==> config.mk <==
export PLATFORM = sky130hd
export DESIGN_NAME = http_get_request_parser_flat
export DESIGN_NICKNAME = d
export VERILOG_FILES = /design/src/hdl/hgp_pkg.sv /design/src/hdl/hgp_ifs.sv /design/src/hdl/hgp_in_reg.sv /design/src/hdl/hgp_parse.sv /design/src/hdl/hgp_out_reg.sv /design/src/hdl/http_get_request_parser.sv /design/src/flat_wrapper.sv
export SDC_FILE = /design/constraint.sdc
export NUM_CORES = 1
export LEC_CHECK = 0
export BUFFER_PORTS_ARGS = -buffer_cell sky130_fd_sc_hd__buf_4
export CORE_ASPECT_RATIO = 1.5
export CORE_MARGIN = 4
export CORE_UTILIZATION = 45
export DETAILED_ROUTE_END_ITERATION = 8
export GPL_TIMING_DRIVEN = 0
export PLACE_DENSITY_LB_ADDON = 0.25
export RECOVER_POWER = 100
export SLEW_MARGIN = 25
export SYNTH_ARGS = -nofsm -noshare
export SYNTH_HDL_FRONTEND = slang
export SYNTH_SLANG_ARGS = --single-unit
export TNS_END_PERCENT = 1
==> constraint.sdc <==
create_clock -name clk -period 6.1 [get_ports clk]
set_input_delay 1.22 -clock clk [delete_from_list [all_inputs] [get_ports clk]]
set_output_delay 1.22 -clock clk [all_outputs]
set_load 0.01 [all_outputs]
==> src/hdl/hgp_pkg.sv <==
package hgp_pkg;

    // Width of the max_request_bytes configuration register.
    localparam int CFG_W = 16;
    // Width of the parsed body length.
    localparam int LEN_W = 31;
    localparam logic [LEN_W-1:0] LEN_MAX = {LEN_W{1'b1}};

    // Result status codes.
    localparam logic [1:0] ST_PENDING  = 2'd0;
    localparam logic [1:0] ST_COMPLETE = 2'd1;
    localparam logic [1:0] ST_BAD      = 2'd2;
    localparam logic [1:0] ST_TOO_LONG = 2'd3;

    // Character codes.
    localparam logic [7:0] CH_CR    = 8'h0D;
    localparam logic [7:0] CH_LF    = 8'h0A;
    localparam logic [7:0] CH_SP    = 8'h20;
    localparam logic [7:0] CH_TAB   = 8'h09;
    localparam logic [7:0] CH_SLASH = 8'h2F;
    localparam logic [7:0] CH_0     = 8'h30;
    localparam logic [7:0] CH_9     = 8'h39;
    localparam logic [7:0] CH_N     = 8'h6E;
    localparam logic [7:0] CH_T     = 8'h74;

    // Match positions of special meaning while the URL is parsed.
    localparam logic [4:0] URL_SEEK = 5'd7;
    localparam logic [4:0] URL_PATH = 5'd8;

    // Match lengths.
    localparam logic [4:0] LEN_GET  = 5'd3;
    localparam logic [4:0] LEN_VER  = 5'd8;
    localparam logic [4:0] LEN_ABS  = 5'd7;
    localparam logic [4:0] LEN_CON  = 5'd3;
    localparam logic [4:0] LEN_CONN = 5'd11;
    localparam logic [4:0] LEN_CLEN = 5'd15;
    localparam logic [4:0] LEN_KEEP = 5'd10;

    typedef enum logic [2:0] {
        PH_METHOD  = 3'd0,
        PH_URL     = 3'd1,
        PH_VERSION = 3'd2,
        PH_NAME    = 3'd3,
        PH_VALUE   = 3'd4,
        PH_BODY    = 3'd5,
        PH_DONE    = 3'd6,
        PH_BAD     = 3'd7
    } phase_t;

    typedef enum logic [1:0] {
        KIND_NONE = 2'd0,
        KIND_CONN = 2'd1,
        KIND_CLEN = 2'd2,
        KIND_BOTH = 2'd3
    } kind_t;

    typedef struct packed {
        logic [7:0] data_byte;
        logic       start_of_request;
    } item_t;

    typedef struct packed {
        logic [1:0]       status;
        logic             url_byte_valid;
        logic             keep_alive;
        logic [LEN_W-1:0] content_length;
    } result_t;

    function automatic logic [7:0] lower_of(input logic [7:0] c);
        return (c >= 8'h41 && c <= 8'h5A) ? c + 8'd32 : c;
    endfunction

    function automatic logic [7:0] get_char(input logic [3:0] i);
        unique case (i)
            4'd0:    return "g";
            4'd1:    return "e";
            4'd2:    return "t";
            default: return 8'h00;
        endcase
    endfunction

    function automatic logic [7:0] ver_char(input logic [3:0] i);
        unique case (i)
            4'd0:    return "h";
            4'd1:    return "t";
            4'd2:    return "t";
            4'd3:    return "p";
            4'd4:    return "/";
            4'd5:    return "1";
            4'd6:    return ".";
            4'd7:    return "1";
            default: return 8'h00;
        endcase
    endfunction

    function automatic logic [7:0] abs_char(input logic [3:0] i);
        unique case (i)
            4'd0:    return "h";
            4'd1:    return "t";
            4'd2:    return "t";
            4'd3:    return "p";
            4'd4:    return ":";
            4'd5:    return "/";
            4'd6:    return "/";
            default: return 8'h00;
        endcase
    endfunction

    function automatic logic [7:0] conn_char(input logic [3:0] i);
        unique case (i)
            4'd0:    return "c";
            4'd1:    return "o";
            4'd2:    return "n";
            4'd3:    return "n";
            4'd4:    return "e";
            4'd5:    return "c";
            4'd6:    return "t";
            4'd7:    return "i";
            4'd8:    return "o";
            4'd9:    return "n";
            4'd10:   return ":";
            default: return 8'h00;
        endcase
    endfunction

    function automatic logic [7:0] clen_char(input logic [3:0] i);
        unique case (i)
            4'd0:    return "c";
            4'd1:    return "o";
            4'd2:    return "n";
            4'd3:    return "t";
            4'd4:    return "e";
            4'd5:    return "n";
            4'd6:    return "t";
            4'd7:    return "-";
            4'd8:    return "l";
            4'd9:    return "e";
            4'd10:   return "n";
            4'd11:   return "g";
            4'd12:   return "t";
            4'd13:   return "h";
            4'd14:   return ":";
            default: return 8'h00;
        endcase
    endfunction

    function automatic logic [7:0] keep_char(input logic [3:0] i);
        unique case (i)
            4'd0:    return "k";
            4'd1:    return "e";
            4'd2:    return "e";
            4'd3:    return "p";
            4'd4:    return "-";
            4'd5:    return "a";
            4'd6:    return "l";
            4'd7:    return "i";
            4'd8:    return "v";
            4'd9:    return "e";
            default: return 8'h00;
        endcase
    endfunction

endpackage

==> src/hdl/hgp_ifs.sv <==
// Request byte channel.
interface hgp_in_if;
    logic       valid;
    logic       ready;
    logic [7:0] data_byte;
    logic       start_of_request;

    modport source (output valid, output data_byte, output start_of_request, input ready);
    modport sink   (input valid, input data_byte, input start_of_request, output ready);
endinterface

// Parse result channel.
interface hgp_out_if;
    logic        valid;
    logic        ready;
    logic [1:0]  status;
    logic        url_byte_valid;
    logic        keep_alive;
    logic [30:0] content_length;

    modport source (output valid, output status, output url_byte_valid, output keep_alive,
                    output content_length, input ready);
    modport sink   (input valid, input status, input url_byte_valid, input keep_alive,
                    input content_length, output ready);
endinterface

==> src/hdl/hgp_in_reg.sv <==
module hgp_in_reg
    import hgp_pkg::*;
(
    input  logic    clk,
    input  logic    rst_n,
    hgp_in_if.sink  in_item,
    input  logic    take,
    output logic    valid,
    output item_t   item
);

    logic  valid_reg;
    logic  valid_next;
    item_t item_reg;

    // The register may refill in the same cycle it hands its item on.
    assign in_item.ready = !valid_reg || take;

    always_comb
    begin
        valid_next = valid_reg;
        if (in_item.ready)
        begin
            valid_next = in_item.valid;
        end
    end

    always_ff @(posedge clk or negedge rst_n)
    begin
        if (!rst_n)
        begin
            valid_reg <= 1'b0;
        end
        else
        begin
            valid_reg <= valid_next;
        end
    end

    always_ff @(posedge clk)
    begin
        if (in_item.valid && in_item.ready)
        begin
            item_reg <= '{data_byte: in_item.data_byte,
                          start_of_request: in_item.start_of_request};
        end
    end

    assign valid = valid_reg;
    assign item  = item_reg;

endmodule

==> src/hdl/hgp_parse.sv <==
module hgp_parse
    import hgp_pkg::*;
#(
    parameter int COUNT_WIDTH = 16
)
(
    input  logic             clk,
    input  logic             rst_n,
    input  logic             cfg_write_en,
    input  logic [CFG_W-1:0] cfg_write_data,
    input  logic             step,
    input  item_t            item,
    output result_t          result
);

    localparam int LW = (COUNT_WIDTH > CFG_W) ? COUNT_WIDTH : CFG_W;
    localparam logic [LW-1:0] CMASK = {LW{1'b1}} >> (LW - COUNT_WIDTH);

    logic [CFG_W-1:0]       max_bytes_reg;
    phase_t                 phase_reg,  phase_next;
    logic                   cr_reg,     cr_next;
    logic [4:0]             mp_reg,     mp_next;
    kind_t                  kind_reg,   kind_next;
    logic                   empty_reg,  empty_next;
    logic [LEN_W-1:0]       len_reg,    len_next;
    logic [LEN_W-1:0]       body_reg,   body_next;
    logic                   keep_reg,   keep_next;
    logic [COUNT_WIDTH-1:0] rcv_reg,    rcv_next;

    logic [LW-1:0]    limit;
    logic [LW-1:0]    mrb_ext;
    logic [7:0]       b;
    logic [7:0]       lo;
    logic [4:0]       k;
    logic [LEN_W+3:0] prod;
    logic [1:0]       status;
    logic             url;

    assign mrb_ext = LW'(max_bytes_reg);
    assign limit   = (mrb_ext > CMASK) ? CMASK : mrb_ext;
    assign b       = item.data_byte;
    assign lo      = lower_of(item.data_byte);

    always_comb
    begin
        phase_next = phase_reg;
        cr_next    = cr_reg;
        mp_next    = mp_reg;
        kind_next  = kind_reg;
        empty_next = empty_reg;
        len_next   = len_reg;
        body_next  = body_reg;
        keep_next  = keep_reg;
        rcv_next   = rcv_reg;
        status     = ST_PENDING;
        url        = 1'b0;
        k          = '0;
        prod       = '0;

        if (item.start_of_request)
        begin
            phase_next = PH_METHOD;
            cr_next    = 1'b0;
            mp_next    = '0;
            kind_next  = KIND_BOTH;
            empty_next = 1'b1;
            len_next   = '0;
            body_next  = '0;
            keep_next  = 1'b0;
            rcv_next   = '0;
        end

        if (phase_next == PH_DONE)
        begin
            status = ST_COMPLETE;
        end
        else if (phase_next == PH_BAD)
        begin
            status = ST_BAD;
        end
        else if (LW'(rcv_next) >= limit)
        begin
            status = ST_TOO_LONG;
        end
        else
        begin
            rcv_next = rcv_next + COUNT_WIDTH'(1);
            if (phase_next == PH_BODY)
            begin
                body_next = body_next + LEN_W'(1);
                if (body_next >= len_next)
                begin
                    phase_next = PH_DONE;
                    status     = ST_COMPLETE;
                end
            end
            else if (cr_next)
            begin
                cr_next = 1'b0;
                if (b != CH_LF)
                begin
                    phase_next = PH_BAD;
                    status     = ST_BAD;
                end
                else
                begin
                    unique case (phase_next)
                        PH_VERSION:
                        begin
                            if (mp_next == LEN_VER)
                            begin
                                phase_next = PH_NAME;
                                mp_next    = '0;
                                kind_next  = KIND_BOTH;
                                empty_next = 1'b1;
                            end
                            else
                            begin
                                phase_next = PH_BAD;
                                status     = ST_BAD;
                            end
                        end
                        PH_NAME:
                        begin
                            if (!empty_next)
                            begin
                                mp_next    = '0;
                                kind_next  = KIND_BOTH;
                                empty_next = 1'b1;
                            end
                            else if (len_next != '0)
                            begin
                                phase_next = PH_BODY;
                                body_next  = '0;
                            end
                            else
                            begin
                                phase_next = PH_DONE;
                                status     = ST_COMPLETE;
                            end
                        end
                        PH_VALUE:
                        begin
                            if (kind_next == KIND_CONN && mp_next == LEN_CONN)
                            begin
                                keep_next = 1'b1;
                            end
                            phase_next = PH_NAME;
                            mp_next    = '0;
                            kind_next  = KIND_BOTH;
                            empty_next = 1'b1;
                        end
                        default:
                        begin
                            phase_next = PH_BAD;
                            status     = ST_BAD;
                        end
                    endcase
                end
            end
            else if (b == CH_LF)
            begin
                phase_next = PH_BAD;
                status     = ST_BAD;
            end
            else if (b == CH_CR)
            begin
                cr_next = 1'b1;
            end
            else
            begin
                unique case (phase_next)
                    PH_METHOD:
                    begin
                        if (mp_next < LEN_GET && lo == get_char(mp_next[3:0]))
                        begin
                            mp_next = mp_next + 5'd1;
                        end
                        else if (mp_next == LEN_GET && b == CH_SP)
                        begin
                            phase_next = PH_URL;
                            mp_next    = '0;
                        end
                        else
                        begin
                            phase_next = PH_BAD;
                            status     = ST_BAD;
                        end
                    end
                    PH_URL:
                    begin
                        if (b == CH_SP)
                        begin
                            if (mp_next == URL_PATH)
                            begin
                                phase_next = PH_VERSION;
                                mp_next    = '0;
                            end
                            else
                            begin
                                phase_next = PH_BAD;
                                status     = ST_BAD;
                            end
                        end
                        else if (mp_next == URL_PATH)
                        begin
                            url = 1'b1;
                        end
                        else if (mp_next == URL_SEEK)
                        begin
                            // Skipping the authority of an absolute URL.
                            if (b == CH_SLASH)
                            begin
                                mp_next = URL_PATH;
                                url     = 1'b1;
                            end
                        end
                        else if (mp_next == '0 && b == CH_SLASH)
                        begin
                            mp_next = URL_PATH;
                            url     = 1'b1;
                        end
                        else if (mp_next < LEN_ABS && lo == abs_char(mp_next[3:0]))
                        begin
                            mp_next = mp_next + 5'd1;
                        end
                        else
                        begin
                            phase_next = PH_BAD;
                            status     = ST_BAD;
                        end
                    end
                    PH_VERSION:
                    begin
                        if (mp_next < LEN_VER && lo == ver_char(mp_next[3:0]))
                        begin
                            mp_next = mp_next + 5'd1;
                        end
                        else
                        begin
                            phase_next = PH_BAD;
                            status     = ST_BAD;
                        end
                    end
                    PH_NAME:
                    begin
                        empty_next = 1'b0;
                        unique case (kind_next)
                            KIND_BOTH:
                            begin
                                if (mp_next < LEN_CON && lo == conn_char(mp_next[3:0]))
                                begin
                                    mp_next = mp_next + 5'd1;
                                end
                                else if (mp_next == LEN_CON && lo == CH_N)
                                begin
                                    kind_next = KIND_CONN;
                                    mp_next   = LEN_CON + 5'd1;
                                end
                                else if (mp_next == LEN_CON && lo == CH_T)
                                begin
                                    kind_next = KIND_CLEN;
                                    mp_next   = LEN_CON + 5'd1;
                                end
                                else
                                begin
                                    kind_next = KIND_NONE;
                                end
                            end
                            KIND_CONN:
                            begin
                                if (mp_next < LEN_CONN && lo == conn_char(mp_next[3:0]))
                                begin
                                    mp_next = mp_next + 5'd1;
                                    if (mp_next == LEN_CONN)
                                    begin
                                        phase_next = PH_VALUE;
                                        mp_next    = '0;
                                    end
                                end
                                else
                                begin
                                    kind_next = KIND_NONE;
                                end
                            end
                            KIND_CLEN:
                            begin
                                if (mp_next < LEN_CLEN && lo == clen_char(mp_next[3:0]))
                                begin
                                    mp_next = mp_next + 5'd1;
                                    if (mp_next == LEN_CLEN)
                                    begin
                                        phase_next = PH_VALUE;
                                        mp_next    = '0;
                                        len_next   = '0;
                                    end
                                end
                                else
                                begin
                                    kind_next = KIND_NONE;
                                end
                            end
                            default:
                            begin
                            end
                        endcase
                    end
                    default:
                    begin
                        // Header value. Position zero still skips leading blanks.
                        if (!(mp_next == '0 && (b == CH_SP || b == CH_TAB)))
                        begin
                            if (kind_next == KIND_CONN)
                            begin
                                k = (mp_next == '0) ? 5'd0 : mp_next - 5'd1;
                                if (k < LEN_KEEP && lo == keep_char(k[3:0]))
                                begin
                                    mp_next = k + 5'd2;
                                end
                                else
                                begin
                                    kind_next = KIND_NONE;
                                end
                            end
                            else if (kind_next == KIND_CLEN)
                            begin
                                if (b >= CH_0 && b <= CH_9)
                                begin
                                    prod = (LEN_W+4)'({len_next, 3'b000})
                                         + (LEN_W+4)'({len_next, 1'b0})
                                         + (LEN_W+4)'(b[3:0]);
                                    len_next = (prod > (LEN_W+4)'(LEN_MAX)) ? LEN_MAX
                                                                             : prod[LEN_W-1:0];
                                    mp_next = 5'd1;
                                end
                                else
                                begin
                                    kind_next = KIND_NONE;
                                end
                            end
                        end
                    end
                endcase
            end
        end
    end

    always_ff @(posedge clk or negedge rst_n)
    begin
        if (!rst_n)
        begin
            max_bytes_reg <= CFG_W'(2048);
        end
        else if (cfg_write_en)
        begin
            max_bytes_reg <= cfg_write_data;
        end
    end

    always_ff @(posedge clk or negedge rst_n)
    begin
        if (!rst_n)
        begin
            phase_reg <= PH_METHOD;
            cr_reg    <= 1'b0;
            mp_reg    <= '0;
            kind_reg  <= KIND_BOTH;
            empty_reg <= 1'b1;
            len_reg   <= '0;
            body_reg  <= '0;
            keep_reg  <= 1'b0;
            rcv_reg   <= '0;
        end
        else if (step)
        begin
            phase_reg <= phase_next;
            cr_reg    <= cr_next;
            mp_reg    <= mp_next;
            kind_reg  <= kind_next;
            empty_reg <= empty_next;
            len_reg   <= len_next;
            body_reg  <= body_next;
            keep_reg  <= keep_next;
            rcv_reg   <= rcv_next;
        end
    end

    assign result = '{status: status, url_byte_valid: url,
                      keep_alive: keep_next, content_length: len_next};

endmodule

==> src/hdl/hgp_out_reg.sv <==
module hgp_out_reg
    import hgp_pkg::*;
(
    input  logic      clk,
    input  logic      rst_n,
    input  logic      load,
    input  result_t   result,
    output logic      can_load,
    hgp_out_if.source out_item
);

    logic    valid_reg;
    logic    valid_next;
    result_t result_reg;

    assign can_load = !valid_reg || out_item.ready;

    always_comb
    begin
        valid_next = valid_reg;
        if (load)
        begin
            valid_next = 1'b1;
        end
        else if (out_item.ready)
        begin
            valid_next = 1'b0;
        end
    end

    always_ff @(posedge clk or negedge rst_n)
    begin
        if (!rst_n)
        begin
            valid_reg <= 1'b0;
        end
        else
        begin
            valid_reg <= valid_next;
        end
    end

    always_ff @(posedge clk)
    begin
        if (load)
        begin
            result_reg <= result;
        end
    end

    assign out_item.valid          = valid_reg;
    assign out_item.status         = result_reg.status;
    assign out_item.url_byte_valid = result_reg.url_byte_valid;
    assign out_item.keep_alive     = result_reg.keep_alive;
    assign out_item.content_length = result_reg.content_length;

endmodule

==> src/hdl/http_get_request_parser.sv <==
// An item accepted at one clock edge is parsed at the next edge at which the result register
// is free; its result is then offered by the result register until it is taken.
// Throughput: one item per cycle while the result register is free; the byte match, the decimal
// accumulate and the state update all fit in the single logic stage between the two registers.
// Reset (rst_n, asynchronous, active low): both registers empty, parse state back to method
// matching, max_request_bytes back to 2048.
module http_get_request_parser
    import hgp_pkg::*;
#(
    parameter int COUNT_WIDTH = 16
)
(
    input  logic             clk,
    input  logic             rst_n,
    input  logic             cfg_write_en,
    input  logic [CFG_W-1:0] cfg_write_data,
    hgp_in_if.sink           in_item,
    hgp_out_if.source        out_item
);

    // The block is a two-register pipeline. The input register takes one request byte per
    // item. When it holds an item and the result register can take a new value, the parser
    // consumes the byte: its state registers move on and the result item is loaded, all at
    // the same edge. The input register refills at that same edge, so bytes stream at one
    // per cycle as long as results are taken.

    logic    in_valid;
    item_t   item;
    logic    out_can_load;
    logic    step;
    result_t result;

    // A byte moves through the parser only when its result has somewhere to go.
    assign step = in_valid && out_can_load;

    hgp_in_reg u_in_reg (
        .clk     (clk),
        .rst_n   (rst_n),
        .in_item (in_item),
        .take    (step),
        .valid   (in_valid),
        .item    (item)
    );

    // The parser holds the request state: phase, match position, header kind, the CR flag,
    // the blank-line flag, the content length, the body count, the keep-alive flag and the
    // byte count that is checked against the configured limit.
    hgp_parse #(
        .COUNT_WIDTH (COUNT_WIDTH)
    ) u_parse (
        .clk            (clk),
        .rst_n          (rst_n),
        .cfg_write_en   (cfg_write_en),
        .cfg_write_data (cfg_write_data),
        .step           (step),
        .item           (item),
        .result         (result)
    );

    hgp_out_reg u_out_reg (
        .clk      (clk),
        .rst_n    (rst_n),
        .load     (step),
        .result   (result),
        .can_load (out_can_load),
        .out_item (out_item)
    );

    // Every parsed byte leaves a result item behind.
    a_step_gives_result: assert property (@(posedge clk) disable iff (!rst_n)
        step |=> out_item.valid)
        else $error("parsed item produced no result");

    // A byte waiting in the input register is never dropped while the result side stalls.
    a_held_item: assert property (@(posedge clk) disable iff (!rst_n)
        (in_valid && !step) |=> in_valid)
        else $error("waiting item lost");

    // A path byte is only flagged on a request that is still being parsed.
    a_url_pending: assert property (@(posedge clk) disable iff (!rst_n)
        (out_item.valid && out_item.url_byte_valid) |-> (out_item.status == ST_PENDING))
        else $error("path byte flagged with a final status");

endmodule
==> src/flat_wrapper.sv <==
// flat-port wrapper written by rule: the top's interface ports become plain ports
module http_get_request_parser_flat import hgp_pkg::*;
#(
    parameter int COUNT_WIDTH = 16
)
  (clk, rst_n, cfg_write_en, cfg_write_data, in_item_valid, in_item_data_byte, in_item_start_of_request, in_item_ready, out_item_valid, out_item_status, out_item_url_byte_valid, out_item_keep_alive, out_item_content_length, out_item_ready);
  hgp_in_if in_item_i ();
  hgp_out_if out_item_i ();
  input  logic clk;
  input  logic rst_n;
  input  logic cfg_write_en;
  input  logic [CFG_W-1:0] cfg_write_data;
  input wire logic [$bits(in_item_i.valid)-1:0] in_item_valid;
  input wire logic [$bits(in_item_i.data_byte)-1:0] in_item_data_byte;
  input wire logic [$bits(in_item_i.start_of_request)-1:0] in_item_start_of_request;
  output wire logic [$bits(in_item_i.ready)-1:0] in_item_ready;
  output wire logic [$bits(out_item_i.valid)-1:0] out_item_valid;
  output wire logic [$bits(out_item_i.status)-1:0] out_item_status;
  output wire logic [$bits(out_item_i.url_byte_valid)-1:0] out_item_url_byte_valid;
  output wire logic [$bits(out_item_i.keep_alive)-1:0] out_item_keep_alive;
  output wire logic [$bits(out_item_i.content_length)-1:0] out_item_content_length;
  input wire logic [$bits(out_item_i.ready)-1:0] out_item_ready;
  assign in_item_i.valid = in_item_valid;
  assign in_item_i.data_byte = in_item_data_byte;
  assign in_item_i.start_of_request = in_item_start_of_request;
  assign in_item_ready = in_item_i.ready;
  assign out_item_valid = out_item_i.valid;
  assign out_item_status = out_item_i.status;
  assign out_item_url_byte_valid = out_item_i.url_byte_valid;
  assign out_item_keep_alive = out_item_i.keep_alive;
  assign out_item_content_length = out_item_i.content_length;
  assign out_item_i.ready = out_item_ready;
  http_get_request_parser #(.COUNT_WIDTH(COUNT_WIDTH)) u_core (.clk(clk), .rst_n(rst_n), .cfg_write_en(cfg_write_en), .cfg_write_data(cfg_write_data), .in_item(in_item_i), .out_item(out_item_i));
endmodule
### Word-level counts from Yosys, hierarchy flattened

Memory sizes are Yosys's and may differ from the RTL's.
Index checks and enable logic that the tools add are counted.

* add/sub/neg operators: 8
* order comparisons: 14
* equality and inequality tests: 37
* mux-type cells: 246
* bitwise gates (word level): 1
* reductions and logical operators: 33

Operators with widths (number)
* $mux 31: 26
* $mux 8: 67
* $mux 5: 33
* $mux 16: 5
* $mux 2: 38
* $mux 3: 25
* $pmux 31 s2: 1
* $eq 8x8->1: 7
* $mux 1: 37
* $add 34x32->35: 1
* $add 35x4->35: 1
* $gt 35x31->1 const B: 1
* $pmux 7 s5: 1
* $add 31x1->31 const B: 1
* $ge 31x31->1: 1
* $reduce_bool 31->1: 1
* $pmux 5 s3: 2
* $eq 8x4->1 const B: 3
* $pmux 2 s3: 4
* $pmux 7 s3: 1
* $eq 5x4->1 const B: 4
* $lt 5x4->1 const B: 4
* $pmux 5 s4: 1
* $logic_and 1x1->1: 17
* other kinds (42): 57

* bits in registers: 153
* ROM bits: 496
* input port bits: 30
* output and inout port bits: 37
* logic and storage cells: 362
* memories: 5

Memories
* (no name shown): words 16, width 7, read ports 1, clocked after Yosys merged registers in 0, wr ports 0, line hgp_pkg.sv:110 `unique case (i)`
* (no name shown): words 16, width 7, read ports 1, clocked after Yosys merged registers in 0, wr ports 0, line hgp_pkg.sv:110
* (no name shown): words 16, width 7, read ports 1, clocked after Yosys merged registers in 0, wr ports 0, line hgp_pkg.sv:127 `unique case (i)`
* (no name shown): words 16, width 7, read ports 1, clocked after Yosys merged registers in 0, wr ports 0, line hgp_pkg.sv:148 `unique case (i)`
* (no name shown): words 8, width 6, read ports 1, clocked after Yosys merged registers in 0, wr ports 0, line hgp_pkg.sv:83 `unique case (i)`

### Logic depth before layout (Yosys ltp)

* word-level depth: 31
* mapped depth: 30
* gate-level depth less buffers: 21

### Modules after synthesis

From an unflattened synthesis, not the netlist that was laid out.

* cells, all modules: 1733
* area total of the unflattened synthesis: 14139.8 um^2

Modules (own cells, without submodules)
* hgp_parse: times used 1, cells an instance 1681, area an instance 12710.9 um^2, seq. area each 2682.6 um^2
* hgp_out_reg: times used 1, cells an instance 38, area an instance 1098.6 um^2, seq. area each 1076.0 um^2
* hgp_in_reg: times used 1, cells an instance 13, area an instance 324.1 um^2, seq. area each 295.3 um^2
* http_get_request_parser: times used 1, cells an instance 1, area an instance 6.3 um^2, seq. area each 0.0 um^2

### Worst setup path after synthesis

No wires, ideal clock.

* path kind: flip-flop to flip-flop
* from: reg u_core.u_in_reg.item_reg (netlist bit u_core.u_in_reg.item[0])
* to: reg u_core.u_out_reg.result_reg (netlist bit u_core.u_out_reg.out_item.status[0]) (data pin)
* library setup time: 0.267 ns
* arrival time: 5.630 ns
* required time: 5.833 ns
* path slack: 0.204 ns
* stages on the path, launching flop included: 31
* path buffers: 9
* period minus slack after synthesis: 5.896 ns
* path through: edfxtp_1 buf_2 buf_2 buf_2 clkbuf_1 clkbuf_1 clkbuf_1 clkbuf_1 clkbuf_1 nor2b_1 ha_1 clkbuf_1 nand4b_1 nor2_1 and4_1 and4_1 nor3b_2 nand3_1 xor2_1 nor2_1 ha_1 a21o_1 a21o_1 a21o_1 a21o_1 a21oi_1 nor2b_1 o21ai_0 nand3_1 a22oi_1 a21oi_1

* longest elaborated chain between the ends: 21
* elaborated cells between the ends (all ways): 55
* those cells by class: add/sub: 1; order compare: 3; eq/ne: 12; mux: 33; reduce/logical: 6

RTL lines
* start, declared: line hgp_in_reg.sv:14 `item_t item_reg;`
* start signal, assigned: line hgp_in_reg.sv:44 `item_reg <= '{data_byte: in_item.data_byte,`
* $mux 5: line hgp_parse.sv:60 `if (item.start_of_request)`
* $eq 4x2->1, or another cell as far along: line hgp_pkg.sv:74 `unique case (i)`
* $pmux 7 s3: line hgp_pkg.sv:74
* $mux 8: line hgp_parse.sv:172 `unique case (phase_next)`
* $mux 8: line hgp_parse.sv:166 `else if (b == CH_CR)`
* $mux 8: line hgp_parse.sv:161 `else if (b == CH_LF)`
* $mux 8: line hgp_parse.sv:97 `else if (cr_next)`
* $mux 8: line hgp_parse.sv:88 `if (phase_next == PH_BODY)`
* [... 5 more ...]
* $mux 2: line hgp_parse.sv:175 `if (mp_next < LEN_GET && lo == get_char(mp_next[3:0]))`
* $pmux 2 s3: line hgp_parse.sv:172
* $mux 2: line hgp_parse.sv:166
* $mux 2: line hgp_parse.sv:161
* $mux 2: line hgp_parse.sv:97
* $mux 2: line hgp_parse.sv:88
* $mux 2: line hgp_parse.sv:81 `else if (LW'(rcv_next) >= limit)`
* $mux 2: line hgp_parse.sv:77 `else if (phase_next == PH_BAD)`
* end signal, assigned: line hgp_out_reg.sv:47 `result_reg <= result;`
* end, declared: line hgp_out_reg.sv:14 `result_t result_reg;`

Several ways; a longest one is shown, not always the timed one. The select of a mux whose other input is x is not followed.
A chain may end at the register's enable or synchronous reset.

==> key figures <==
Floorplan
  – DIE AREA: 35900 um2
  – Die Wd: 156 um
  – Ports: 67
  – Initial Utilization: 45.5%
  – DIE HEIGHT: 230 um
  – Std cell rows: 81
  – Core area: 32500 um2

Timing
  – Max_slew headroom: -77.3%
  – Setup Viol. Count Final: 0
  – Fmax: 0.168 GHz
  – Hold Fails Final Rpt: 0
  – Final setup margin: 165 ps
  – Min cycle time layout: 5930 ps
  – Fin crit share: 97.3%
  – Fin Hold WS: 501 ps
  – RSZ-0062 raised after global routing: yes
  – Worst-Margin Slew: 2660 ps
  – Final Max Tran Viols: 157
  – Clock Skew: 11.8 ps

Global route
  – Largest net degree at the start of global routing: 82
  – Initial antenna violation count: 0
  – First-pass GRT wire length: 87.5 mm
  – Vias in the first global route: 15300
  – Total grt overflow: 0
  – GRT Overall Usage: 31.3%

Yosys
  – Post-synthesis cell type count: 96
  – Cell Area, Synth: 14800 um2
  – Top cell type by total area after synthesis: dfrtp_1
  – Seq/Total Area, Yosys: 27.4%
  – Synth warn: 0
  – Mean Syn Cell Area: 8.03 um2
  – XOR/XNOR share of the synthesized area: 4.79%
  – Ys flop type: dfrtp_1
  – Post-Synthesis Cells: 1844
  – Top-area cell type share of the netlist area: 17.8%
  – Top cells by area, synth: dfrtp_1 (18%), ha_1 (11%), edfxtp_1 (8.9%), o21ai_0 (6.2%), nand2_1 (4.8%)
  – Post-synthesis mux area share: 1.34%
  – Post-synthesis simple-gate area fraction: 21.5%
  – FF+latch count, synth: 153
  – Top cell types by occurrence after synthesis: nand2_1 (191), o21ai_0 (183), ha_1 (128)
  – Post-synth EDFFs: 44
  – Largest family of logic cells by synthesized area: compound AO/OA/AOI/OAI gates
  – Synth Area in Compound Gates: 27.7%
  – Most frequent cell after synthesis: nand2_1
  – Total nets after synthesis: 2003
  – Ys async rst share: 71.2%
  – Synth Area in Adders: 11.0%

Critical path
  – Startpoint type of the worst setup path: flip-flop
  – CP max-delay cell: or3_1
  – CP endpoint kind: flip-flop
  – Critical Path AT: 6150 ps
  – Data required time at the worst endpoint: 6310 ps
  – CP Max Fanout: 19
  – Buf/Inv on CP: 10
  – Critical R2R Launch: u_core.u_in_reg.item[0]
  – Most common cell type on the critical path: buf_4
  – Crit path from: u_core.u_in_reg.item[0]
  – Critical-path cell list: buf_2, buf_6, buf_8, clkbuf_8, buf_4, buf_4, buf_4, buf_6, nor2_1, ha_1, a21o_1, ha_1, nor2b_1, o31a_1, o21ai_4, o21ai_1, o21a_1, or3_1, a221oi_4, and2_1, buf_4, buf_6, a21oi_1, o22a_1
  – Family with the most delay on the worst path: buffers and inverters
  – Delay of the slowest cell on the worst path: 350 ps
  – Setup CP Type: flip-flop to flip-flop

Clocking
  – H-tree Lvls: 4
  – CTS buffer count: 17
  – CTS tree: yes
  – Worst-path clk slew: 70 ps
  – Num Clock Sinks: 153
  – Root buf cell: clkbuf_16
  – Clock Latency Late Sink: 460 ps
  – Max Root-Sink Buffers: 2

Placement
  – Post-DP HPWL: 44.1 mm
  – Pre-CTS WS: -3130 ps
  – Placed Area: 15900 um2
  – Cell count after placement: 2326
  – GP Congestion: 0.992
  – IO buf count: 66

Finish
  – Multi-input gate area: 9970 um2
  – Final nets: 2098
  – Final instance count without filler cells: 2367
  – Share of cells above drive strength 1: 9.48%
  – Sequential Area: 4050 um2
  – Final Cell Area: 16500 um2
  – # fillers: 3158
  – Area Growth Syn to Fin: 11.8%
  – Ant. Diodes: 0

Drt
  – Via count: 15300
  – DRC Markers: 0
  – Drt initial violations: 1469
  – WL final: 56.7 mm
  – Router iterations before antenna repair: 6
  – Via density: 6.47
  – WL/cell: 24.0 um
  – Final ANT Viol Nets: 0

Pwr
  – Tot Pwr: 4.53 mW
  – Leak: 7.14 nW
  – Cell Pwr Density: 273 nW/um2
  – Worst VDD drop: 0.165 mV

Worst hold path
  – Worst min-delay path class: flip-flop to flip-flop
  – Hold path startpoint: u_core.u_in_reg.valid

Run
  – Max_cap viols: 3

Status
  – Status: finished, violations left
  – Failing checks: max-capacitance violations, max-slew violations
==> logic make-up (layout without fill, tap and decap cells) <==
group / count (synthesis) / count (layout)
mux: 19 / 19
xor+xnor: 81 / 81
simple gates: 631 / 631
buf+inv: 218 / 326
fa+ha+maj: 129 / 129
compound gates: 613 / 613
flops: 153 / 153
==> path summary, 6_finish.rpt <==
check                           cells after the start  slack, ps                                      endpoint
worst max-delay path                               24        170  u_core.u_out_reg.out_item.content_length[30]
worst min-delay path                                1        500               u_core.u_out_reg.out_item.valid
worst max register to register                     24        170  u_core.u_out_reg.out_item.content_length[30]
worst min register to register                      1        500               u_core.u_out_reg.out_item.valid
max in group asynchronous                           2       1950                         u_core.u_in_reg.valid
min in group asynchronous                           1       1170               u_core.u_parse.max_bytes_reg[8]
==> metal layers <==
metal | vias to the layer above | wire, um | global-route usage [%]
li1 | 7003 | - | -
met1 | 7379 | 20800 | 35.3
met2 | 707 | 28300 | 54.4
met3 | 233 | 3080 | 3.75
met4 | 0 | 4600 | 21.0
met5 | - | 0 | 0
==> worst register-to-register path, cell delays in order, from the launching register on <==
cell and delay, ps:
edfxtp_1 330, buf_2 230, buf_6 210, buf_8 220, clkbuf_8 270, buf_4 250
buf_4 250, buf_4 250, buf_6 210, nor2_1 70, ha_1 200, a21o_1 150
ha_1 320, nor2b_1 160, o31a_1 320, o21ai_4 250, o21ai_1 190, o21a_1 240
or3_1 350, a221oi_4 320, and2_1 170, buf_4 190, buf_6 200, a21oi_1 110
o22a_1 230
==> layout by cell type (no fill, tap or decap), types with 48 or more instances in the layout <==
cell type and n:
a21oi_1 118, clkbuf_1 105, dfrtp_1 105, ha_1 127
inv_1 97, nand2_1 190, nand3_1 56, nor2_1 118
o21ai_0 182, xnor2_1 48
==> layout make-up <==
class,instances,area share [%]
multi-input combinational,1473,60.3
clock inverter,13,0.688
clock buffer,19,2.74
buffer,116,3.75
tap,415,3.14
inverter,100,2.29
sequential,153,24.5
timing repair buffer,78,2.64
==> power breakdown <==
part	internal, mW	switching [mW]
combinational	0.740	1.45
clock	0.554	0.500
sequential	1.18	0.0991
==> per-stage QoR <==
step	setup TNS, ps	util [%]
final	0	50.9
after global routing	-41.5	50.9
after CTS	-386	51.0
after detailed placement	-278510	48.8
after global placement	-268040	48.6
after floorplan	0	-
==> repair_timing <==
action / 4_1_cts / 5_1_grt
pin swaps: 2 / 6
gates resized for setup: 48 / 28
setup endpoints to repair: 126 / 85
hold buffers: 0 / 0
setup buffers: 2 / 9
Note: power is estimated with default switching activity, not from simulation.
